File: config.mk
export PLATFORM = sky130hd
export DESIGN_NAME = ring_fifo_overwrite_peek
export DESIGN_NICKNAME = d
export VERILOG_FILES = /design/src/rtl/rfop_pkg.sv /design/src/rtl/rfop_mem.sv /design/src/rtl/rfop_ctrl.sv /design/src/rtl/ring_fifo_overwrite_peek.sv
export SDC_FILE = /design/constraint.sdc
export NUM_CORES = 1
export LEC_CHECK = 0
export BUFFER_PORTS_ARGS = -buffer_cell sky130_fd_sc_hd__buf_4
export CAP_MARGIN = 40
export CORE_MARGIN = 2
export CORE_UTILIZATION = 40
export DETAILED_ROUTE_END_ITERATION = 7
export GPL_ROUTABILITY_DRIVEN = 1
export HOLD_SLACK_MARGIN = 0.08
export MAX_ROUTING_LAYER = met4
export SETUP_SLACK_MARGIN = 0.5
export SYNTH_ARGS = -nofsm -noshare
export SYNTH_HDL_FRONTEND = slang
export SYNTH_SLANG_ARGS = --single-unit
File: constraint.sdc
create_clock -name clk -period 6.2 [get_ports clk]
set_input_delay 0 -clock clk [delete_from_list [all_inputs] [get_ports clk]]
set_output_delay 0 -clock clk [all_outputs]
set_load 0.1 [all_outputs]
File: src/rtl/rfop_pkg.sv
// Shared types, sizes and pointer helpers for the overwrite/peek ring FIFO.
// No dependencies; imported by every module of the block.
package rfop_pkg;

  localparam int DEPTH = 16;
  localparam int DATA_WIDTH = 8;
  localparam int PTR_W = $clog2(DEPTH);
  localparam int CALC_W = ((PTR_W > 4) ? PTR_W : 4) + 1;

  typedef logic [PTR_W-1:0] ptr_t;
  typedef logic [CALC_W-1:0] calc_t;
  typedef logic [DATA_WIDTH-1:0] data_t;

  typedef enum logic [2:0] {
    KIND_PUSH      = 3'd0,
    KIND_PUSH_OVWR = 3'd1,
    KIND_POP       = 3'd2,
    KIND_PEEK      = 3'd3,
    KIND_RESTART   = 3'd4,
    KIND_DISCARD   = 3'd5
  } kind_t;

  typedef struct packed {
    logic  wr_en;
    ptr_t  wr_addr;
    data_t wr_data;
    logic  rd_en;
    ptr_t  rd_addr;
  } mem_req_t;

  typedef struct packed {
    logic       hit;
    logic       stored;
    logic       dropped;
    logic [3:0] fill;
    logic       empty;
  } status_t;

  function automatic ptr_t next_slot(input ptr_t p);
    return (p == ptr_t'(DEPTH - 1)) ? '0 : p + ptr_t'(1);
  endfunction

  // Entries held between the slot after rp and wp.
  function automatic calc_t fill_of(input ptr_t rp, input ptr_t wp);
    ptr_t first;
    first = next_slot(rp);
    if (wp >= first) begin
      return calc_t'(wp) - calc_t'(first);
    end
    return calc_t'(wp) + calc_t'(DEPTH) - calc_t'(first);
  endfunction

  // Advance a pointer by n slots, n below DEPTH.
  function automatic ptr_t ptr_add(input ptr_t p, input calc_t n);
    calc_t sum;
    sum = calc_t'(p) + n;
    if (sum >= calc_t'(DEPTH)) begin
      sum = sum - calc_t'(DEPTH);
    end
    return sum[PTR_W-1:0];
  endfunction

endpackage

File: src/rtl/rfop_mem.sv
// Slot storage of the ring FIFO: one write port, one registered read port.
// Depends on rfop_pkg for the request type and sizes.
module rfop_mem (
  input  logic              clk,
  input  rfop_pkg::mem_req_t req,
  output rfop_pkg::data_t   rd_data
);
  import rfop_pkg::*;

  data_t slots [DEPTH];

  always_ff @(posedge clk) begin
    if (req.wr_en) begin
      slots[req.wr_addr] <= req.wr_data;
    end
  end

  always_ff @(posedge clk) begin
    if (req.rd_en) begin
      rd_data <= slots[req.rd_addr];
    end
  end

endmodule

File: src/rtl/rfop_ctrl.sv
// Pointer registers and per-item operation decode of the ring FIFO.
// Depends on rfop_pkg; drives the slot memory request and the item status.
module rfop_ctrl (
  input  logic               clk,
  input  logic               rst,
  input  logic               accept,
  input  logic [2:0]         kind,
  input  rfop_pkg::data_t    data_in,
  input  logic [3:0]         count,
  output rfop_pkg::mem_req_t req,
  output rfop_pkg::status_t  status
);
  import rfop_pkg::*;

  ptr_t  wp, rp, pc;
  ptr_t  wp_next, rp_next, pc_next;
  ptr_t  wp_inc, rp_inc, pc_inc;
  calc_t fill_cur, fill_after, drop_n;
  mem_req_t req_c;

  assign wp_inc = next_slot(wp);
  assign rp_inc = next_slot(rp);
  assign pc_inc = next_slot(pc);
  assign fill_cur = fill_of(rp, wp);
  assign drop_n = (calc_t'(count) < fill_cur) ? calc_t'(count) : fill_cur;

  always_comb begin
    wp_next = wp;
    rp_next = rp;
    pc_next = pc;
    req_c = '0;
    req_c.wr_addr = wp;
    req_c.wr_data = data_in;
    status.hit = 1'b0;
    status.stored = 1'b0;
    status.dropped = 1'b0;
    unique case (kind_t'(kind))
      KIND_PUSH: begin
        if (wp != rp) begin
          req_c.wr_en = 1'b1;
          wp_next = wp_inc;
          status.stored = 1'b1;
        end
      end
      KIND_PUSH_OVWR: begin
        // A full queue gives up its oldest entry to make room.
        if (wp == rp) begin
          rp_next = rp_inc;
          status.dropped = 1'b1;
        end
        req_c.wr_en = 1'b1;
        wp_next = wp_inc;
        status.stored = 1'b1;
      end
      KIND_POP: begin
        if (rp_inc != wp) begin
          req_c.rd_en = 1'b1;
          req_c.rd_addr = rp_inc;
          rp_next = rp_inc;
          status.hit = 1'b1;
        end
      end
      KIND_PEEK: begin
        if (pc_inc != wp) begin
          req_c.rd_en = 1'b1;
          req_c.rd_addr = pc_inc;
          pc_next = pc_inc;
          status.hit = 1'b1;
        end
      end
      KIND_RESTART: begin
        pc_next = rp;
      end
      KIND_DISCARD: begin
        rp_next = ptr_add(rp, drop_n);
      end
      default: begin
      end
    endcase
    req_c.wr_en = req_c.wr_en & accept;
    req_c.rd_en = req_c.rd_en & accept;
    fill_after = fill_of(rp_next, wp_next);
    status.fill = fill_after[3:0];
    status.empty = (next_slot(rp_next) == wp_next);
  end

  assign req = req_c;

  always_ff @(posedge clk) begin
    if (rst) begin
      wp <= '0;
      rp <= ptr_t'(DEPTH - 1);
      pc <= '0;
    end else if (accept) begin
      wp <= wp_next;
      rp <= rp_next;
      pc <= pc_next;
    end
  end

endmodule

File: src/rtl/ring_fifo_overwrite_peek.sv
// Ring FIFO with overwrite and peek: one operation per item, one result per item.
// The result of an item is presented in the cycle after it is accepted.
// Throughput: one item per cycle; the single output register takes a new item
// whenever it is empty or its result is taken in the same cycle.
// Reset (rst, synchronous): pointers to their initial values, output empty,
// input stalled while rst is high; slot contents are left as they are.
module ring_fifo_overwrite_peek (
  input  logic                  clk,
  input  logic                  rst,
  input  logic                  in_valid,
  output logic                  in_stall,
  input  logic [2:0]            kind,
  input  rfop_pkg::data_t       data_in,
  input  logic [3:0]            count,
  output logic                  out_valid,
  input  logic                  out_stall,
  output rfop_pkg::data_t       data_out,
  output logic                  data_valid,
  output logic                  stored,
  output logic                  dropped_oldest,
  output logic [3:0]            fill_level,
  output logic                  is_empty
);
  import rfop_pkg::*;

  logic     accept;
  mem_req_t req;
  status_t  status;
  status_t  res;
  data_t    rd_data;

  // No item is taken while the block is held in reset.
  assign in_stall = rst | (out_valid & out_stall);
  assign accept = in_valid & ~in_stall;

  rfop_ctrl u_ctrl (
    .clk     (clk),
    .rst     (rst),
    .accept  (accept),
    .kind    (kind),
    .data_in (data_in),
    .count   (count),
    .req     (req),
    .status  (status)
  );

  rfop_mem u_mem (
    .clk     (clk),
    .req     (req),
    .rd_data (rd_data)
  );

  always_ff @(posedge clk) begin
    if (rst) begin
      out_valid <= 1'b0;
    end else if (accept) begin
      out_valid <= 1'b1;
    end else if (!out_stall) begin
      out_valid <= 1'b0;
    end
  end

  always_ff @(posedge clk) begin
    if (accept) begin
      res <= status;
    end
  end

  // The memory read register holds its word along with the status register.
  assign data_out = res.hit ? rd_data : '0;
  assign data_valid = res.hit;
  assign stored = res.stored;
  assign dropped_oldest = res.dropped;
  assign fill_level = res.fill;
  assign is_empty = res.empty;

`ifndef ASSERT_OFF
  a_accept_shows: assert property (@(posedge clk) disable iff (rst)
    accept |=> out_valid)
    else $error("accepted item produced no result");
  a_read_or_write: assert property (@(posedge clk) disable iff (rst)
    out_valid |-> !(data_valid && stored))
    else $error("one item both read and stored");
  a_drop_stores: assert property (@(posedge clk) disable iff (rst)
    (out_valid && dropped_oldest) |-> stored)
    else $error("oldest dropped without storing");
  a_empty_fill: assert property (@(posedge clk) disable iff (rst)
    (out_valid && is_empty) |-> (fill_level == 4'd0))
    else $error("empty queue reports nonzero fill");
`endif

endmodule
==> results.sh <==
export IMPL_drtIter0Drc=402
export IMPL_power_density_mw_per_mm2=318
export IMPL_core_mm2=0.0181
export IMPL_max_cap_violations=0
export IMPL_drt_pass1_iterations=5
export IMPL_min_path_type="input pin to register"
export IMPL_tritoncts="done"
export IMPL_maxSlewHeadroom=0.443
export IMPL_synth_area_per_cell_um2=12.6
export IMPL_crit_fanout=9
export IMPL_cts_made_buffers=17
export IMPL_ir_drop_mv=0.220
export IMPL_combPwrFrac=0.188
export IMPL_place_gp_congestion=0.961
export IMPL_min_period_ns=5.31
export IMPL_ys_ff_latch=157
export IMPL_nNetsFinal=681
export IMPL_drcViolationCount=0
export IMPL_r2r_cells=21
export IMPL_die_h_um=140
export IMPL_cp_start_kind="register"
export IMPL_syn2layout_area_growth_pct=17.2
export IMPL_io_buffers=36
export IMPL_crit_type="register to register"
export IMPL_setup_tns_ns=0
export IMPL_clock_sinks=157
export IMPL_antenna_found_initial=0
export IMPL_drive_above_1_share=0.138
export IMPL_hold_start="kind[0]"
export IMPL_synth_edf_count=144
export IMPL_gr_usage_all_layers=0.189
export IMPL_rows=49
export IMPL_yosys_most_used_dff="edfxtp_1"
export IMPL_dpl_hpwl_mm=11.8
export IMPL_dieArea_mm2=0.0197
export IMPL_viasPerCell=5.66
export IMPL_final_cell_area_mm2=0.00870
export IMPL_hold_violations=0
export IMPL_ys_seq_area_frac=0.618
export IMPL_grt_max_degree=34
export IMPL_holdPathStages=3
export IMPL_reg2reg_slack_ns=0.89
export IMPL_multi_input_area_mm2=0.00265
export IMPL_die_width_um=140
export IMPL_finalCritPeriodShare=0.857
export IMPL_start_util=0.410
export IMPL_holdWs_ns=0.135
export IMPL_finalClockSkew_ns=0.00978
export IMPL_yosysWarningCount=0
export IMPL_antenna_cells=0
export IMPL_htree_levels=4
export IMPL_clock_latency_ns=0.43
export IMPL_tightest_slew_ns=0.833
export IMPL_leakagePower_nw=3.05
export IMPL_internal_power_mw=2.01
export IMPL_postPlaceCellArea_mm2=0.00792
export IMPL_rsz0062_at_grt="no"
export IMPL_min_to="dropped_oldest"
export IMPL_p_sw_frac=0.272
export IMPL_postRouteAntennaNets=0
export IMPL_p_sw_uw=752
export IMPL_grt_pass1_wl_mm=27.3
export IMPL_vias=4985
export IMPL_first_global_vias=4944
export IMPL_overflow=0
export IMPL_setup_viol=0
export IMPL_numPlacedInstances=835
export IMPL_routed_wl_mm=17.5
export IMPL_cts_buffer_depth=2
export IMPL_fmax_ghz=0.188
export IMPL_final_max_slew_viol_count=0
export IMPL_r2r_start="u_ctrl.rp[1]"
export IMPL_stdcell_count=880
export IMPL_netlist_area_mm2=0.00742
export IMPL_critPathRequiredTime_ns=6.38
export IMPL_synth_nets=632
export IMPL_clk_pin_slew_ns=0.06
export IMPL_clockRootBuffer="clkbuf_16"
export IMPL_postSynthCellCount=589
export IMPL_wl_per_cell_um=19.9
export IMPL_synth_cell_type_count=61
export IMPL_timing_critical_path_arrival_ns=5.50
export IMPL_layout_area_seq_mm2=0.00459
export IMPL_async_flop_share=0
export IMPL_p_seq_frac=0.433
export IMPL_crit_path_end_kind="register"
export IMPL_clkPwrFrac=0.380
export IMPL_r2r_end="fill_level[3]"
export IMPL_fillers=1600
export IMPL_pin_count=37
export IMPL_status="complete, no violations"
[Yosys cell counts (7+ instances only)]
library cell,n,area [um^2]
or3_1,8,50.1
a211oi_1,27,203
dfxtp_1,13,260
clkbuf_1,13,48.8
mux2_1,14,158
and2_1,32,200
a21o_1,23,173
a21oi_1,50,250
nand2_1,59,221
inv_1,24,90.1
nor4_1,10,62.6
xnor2_1,10,87.6
buf_2,7,35.0
nor2_1,21,78.8
o22ai_1,19,119
edfxtp_1,144,4320
o21ai_0,14,70.1
ha_1,21,263
[worst max path at each step]
stage / startpoint / to / cells after the start
6_report: u_ctrl.rp[1] / fill_level[3] / 21
3_3_place_gp: u_ctrl.rp[0] / fill_level[3] / 23
3_5_place_dp: u_ctrl.rp[0] / fill_level[3] / 23
4_1_cts: u_ctrl.rp[0] / fill_level[3] / 23
2_1_floorplan: u_ctrl.rp[0] / fill_level[3] / 23
5_1_grt: u_ctrl.rp[1] / fill_level[3] / 22
[power groups by stage]
stage / clock network (mW) / logic, mW / registers (mW)
after global placement: 0 / 0.476 / 1.22
after floorplan: 0 / 0.326 / 1.26
after CTS: 1.06 / 0.506 / 1.19
after global routing: 1.10 / 0.568 / 1.20
final: 1.05 / 0.519 / 1.20
after detailed placement: 0 / 0.495 / 1.22
[cells by family (layout without fill, tap and decap cells)]
logic type               Yosys count  in the layout  synth area share
multiplexers                      20             20            0.0295
buffers and inverters             51            113            0.0310
XOR/XNOR                          17             17            0.0219
AND/OR/NAND/NOR                  155            155             0.106
AO/OA/AOI/OAI                    165            165             0.151
adder cells (fa/ha/maj)           24             24            0.0435
flip-flops                       157            157             0.618
[sequential cells by signal, indices dropped and copies added, names as in the netlist]
register        flops
u_ctrl.rp           4
is_empty            1
out_valid           1
data_valid          1
dropped_oldest      1
stored              1
fill_level          4
u_mem.rd_data       8
u_ctrl.wp           4
u_ctrl.pc           4
u_mem.slots       128
[critical path: stages (launching register included)]
cell	delay, ns
dfxtp_1	0.50
ha_1	0.34
xor2_2	0.27
inv_1	0.08
ha_1	0.36
a21oi_1	0.22
xor2_1	0.12
ha_1	0.31
o211ai_1	0.10
a21oi_1	0.23
o41ai_4	0.17
o21ai_0	0.32
inv_1	0.10
fa_1	0.51
nor2_1	0.04
a221o_1	0.32
ha_1	0.30
inv_1	0.06
ha_1	0.28
a21o_1	0.19
a21oi_1	0.17
xnor2_1	0.08
[per-stage QoR]
| stage | setup slack, ns | total power [mW] | util |
|---|---|---|---|
| global route | 0.514 | 2.87 | 0.481 |
| global placement | 1.10 | 1.69 | 0.436 |
| detailed placement | 0.880 | 1.71 | 0.438 |
| finish | 0.886 | 2.76 | 0.481 |
| floorplan | 1.50 | 1.58 | - |
| CTS | 0.877 | 2.76 | 0.479 |
[cell type report]
cell class                 instances  share of cell area
inverter                          26              0.0112
clock buffer                      26              0.0660
tap                              229              0.0329
multi-input combinational        381               0.304
clock inverter                     6             0.00489
sequential                       157               0.527
timing repair buffer              55              0.0535
[placed cells by master (no fill, tap or decap), types with 3 or more instances in the layout]
| cell type | instances |
|---|---|
| xnor2_1 | 10 |
| a21o_1 | 23 |
| fa_1 | 3 |
| or3_1 | 8 |
| clkbuf_8 | 3 |
| o31ai_1 | 3 |
| nor4_1 | 10 |
| a21oi_1 | 49 |
| edfxtp_1 | 144 |
| and2_1 | 32 |
| nand2_1 | 59 |
| mux2_1 | 14 |
| nor2_1 | 21 |
| clkbuf_16 | 21 |
| dlygate4sd3_1 | 13 |
| xor2_1 | 5 |
| inv_1 | 24 |
| nand2b_1 | 3 |
| mux2i_1 | 5 |
| nand3_1 | 6 |
| o22ai_1 | 19 |
| dfxtp_1 | 12 |
| o21a_1 | 4 |
| o21ai_0 | 14 |
| ha_1 | 21 |
| a211oi_1 | 27 |
| buf_4 | 40 |
[what timing repair did]
| action | in CTS | in global routing |
|---|---|---|
| endpoints found under the setup margin | 0 | 2 |
| hold buffers | 13 | 0 |
| setup buffers | 0 | 0 |
| hold endpoints to repair | 142 | 0 |
| gates resized for setup | 0 | 5 |
[metal layers]
metal | up-vias | track usage | wire, um
li1 | 2321 | - | -
met2 | 169 | 0.314 | 8850
met5 | - | - | 0
met4 | 0 | 0.0558 | 229
met3 | 25 | 0.0335 | 896
met1 | 2470 | 0.239 | 7550
(Power assumes the default switching activity.)
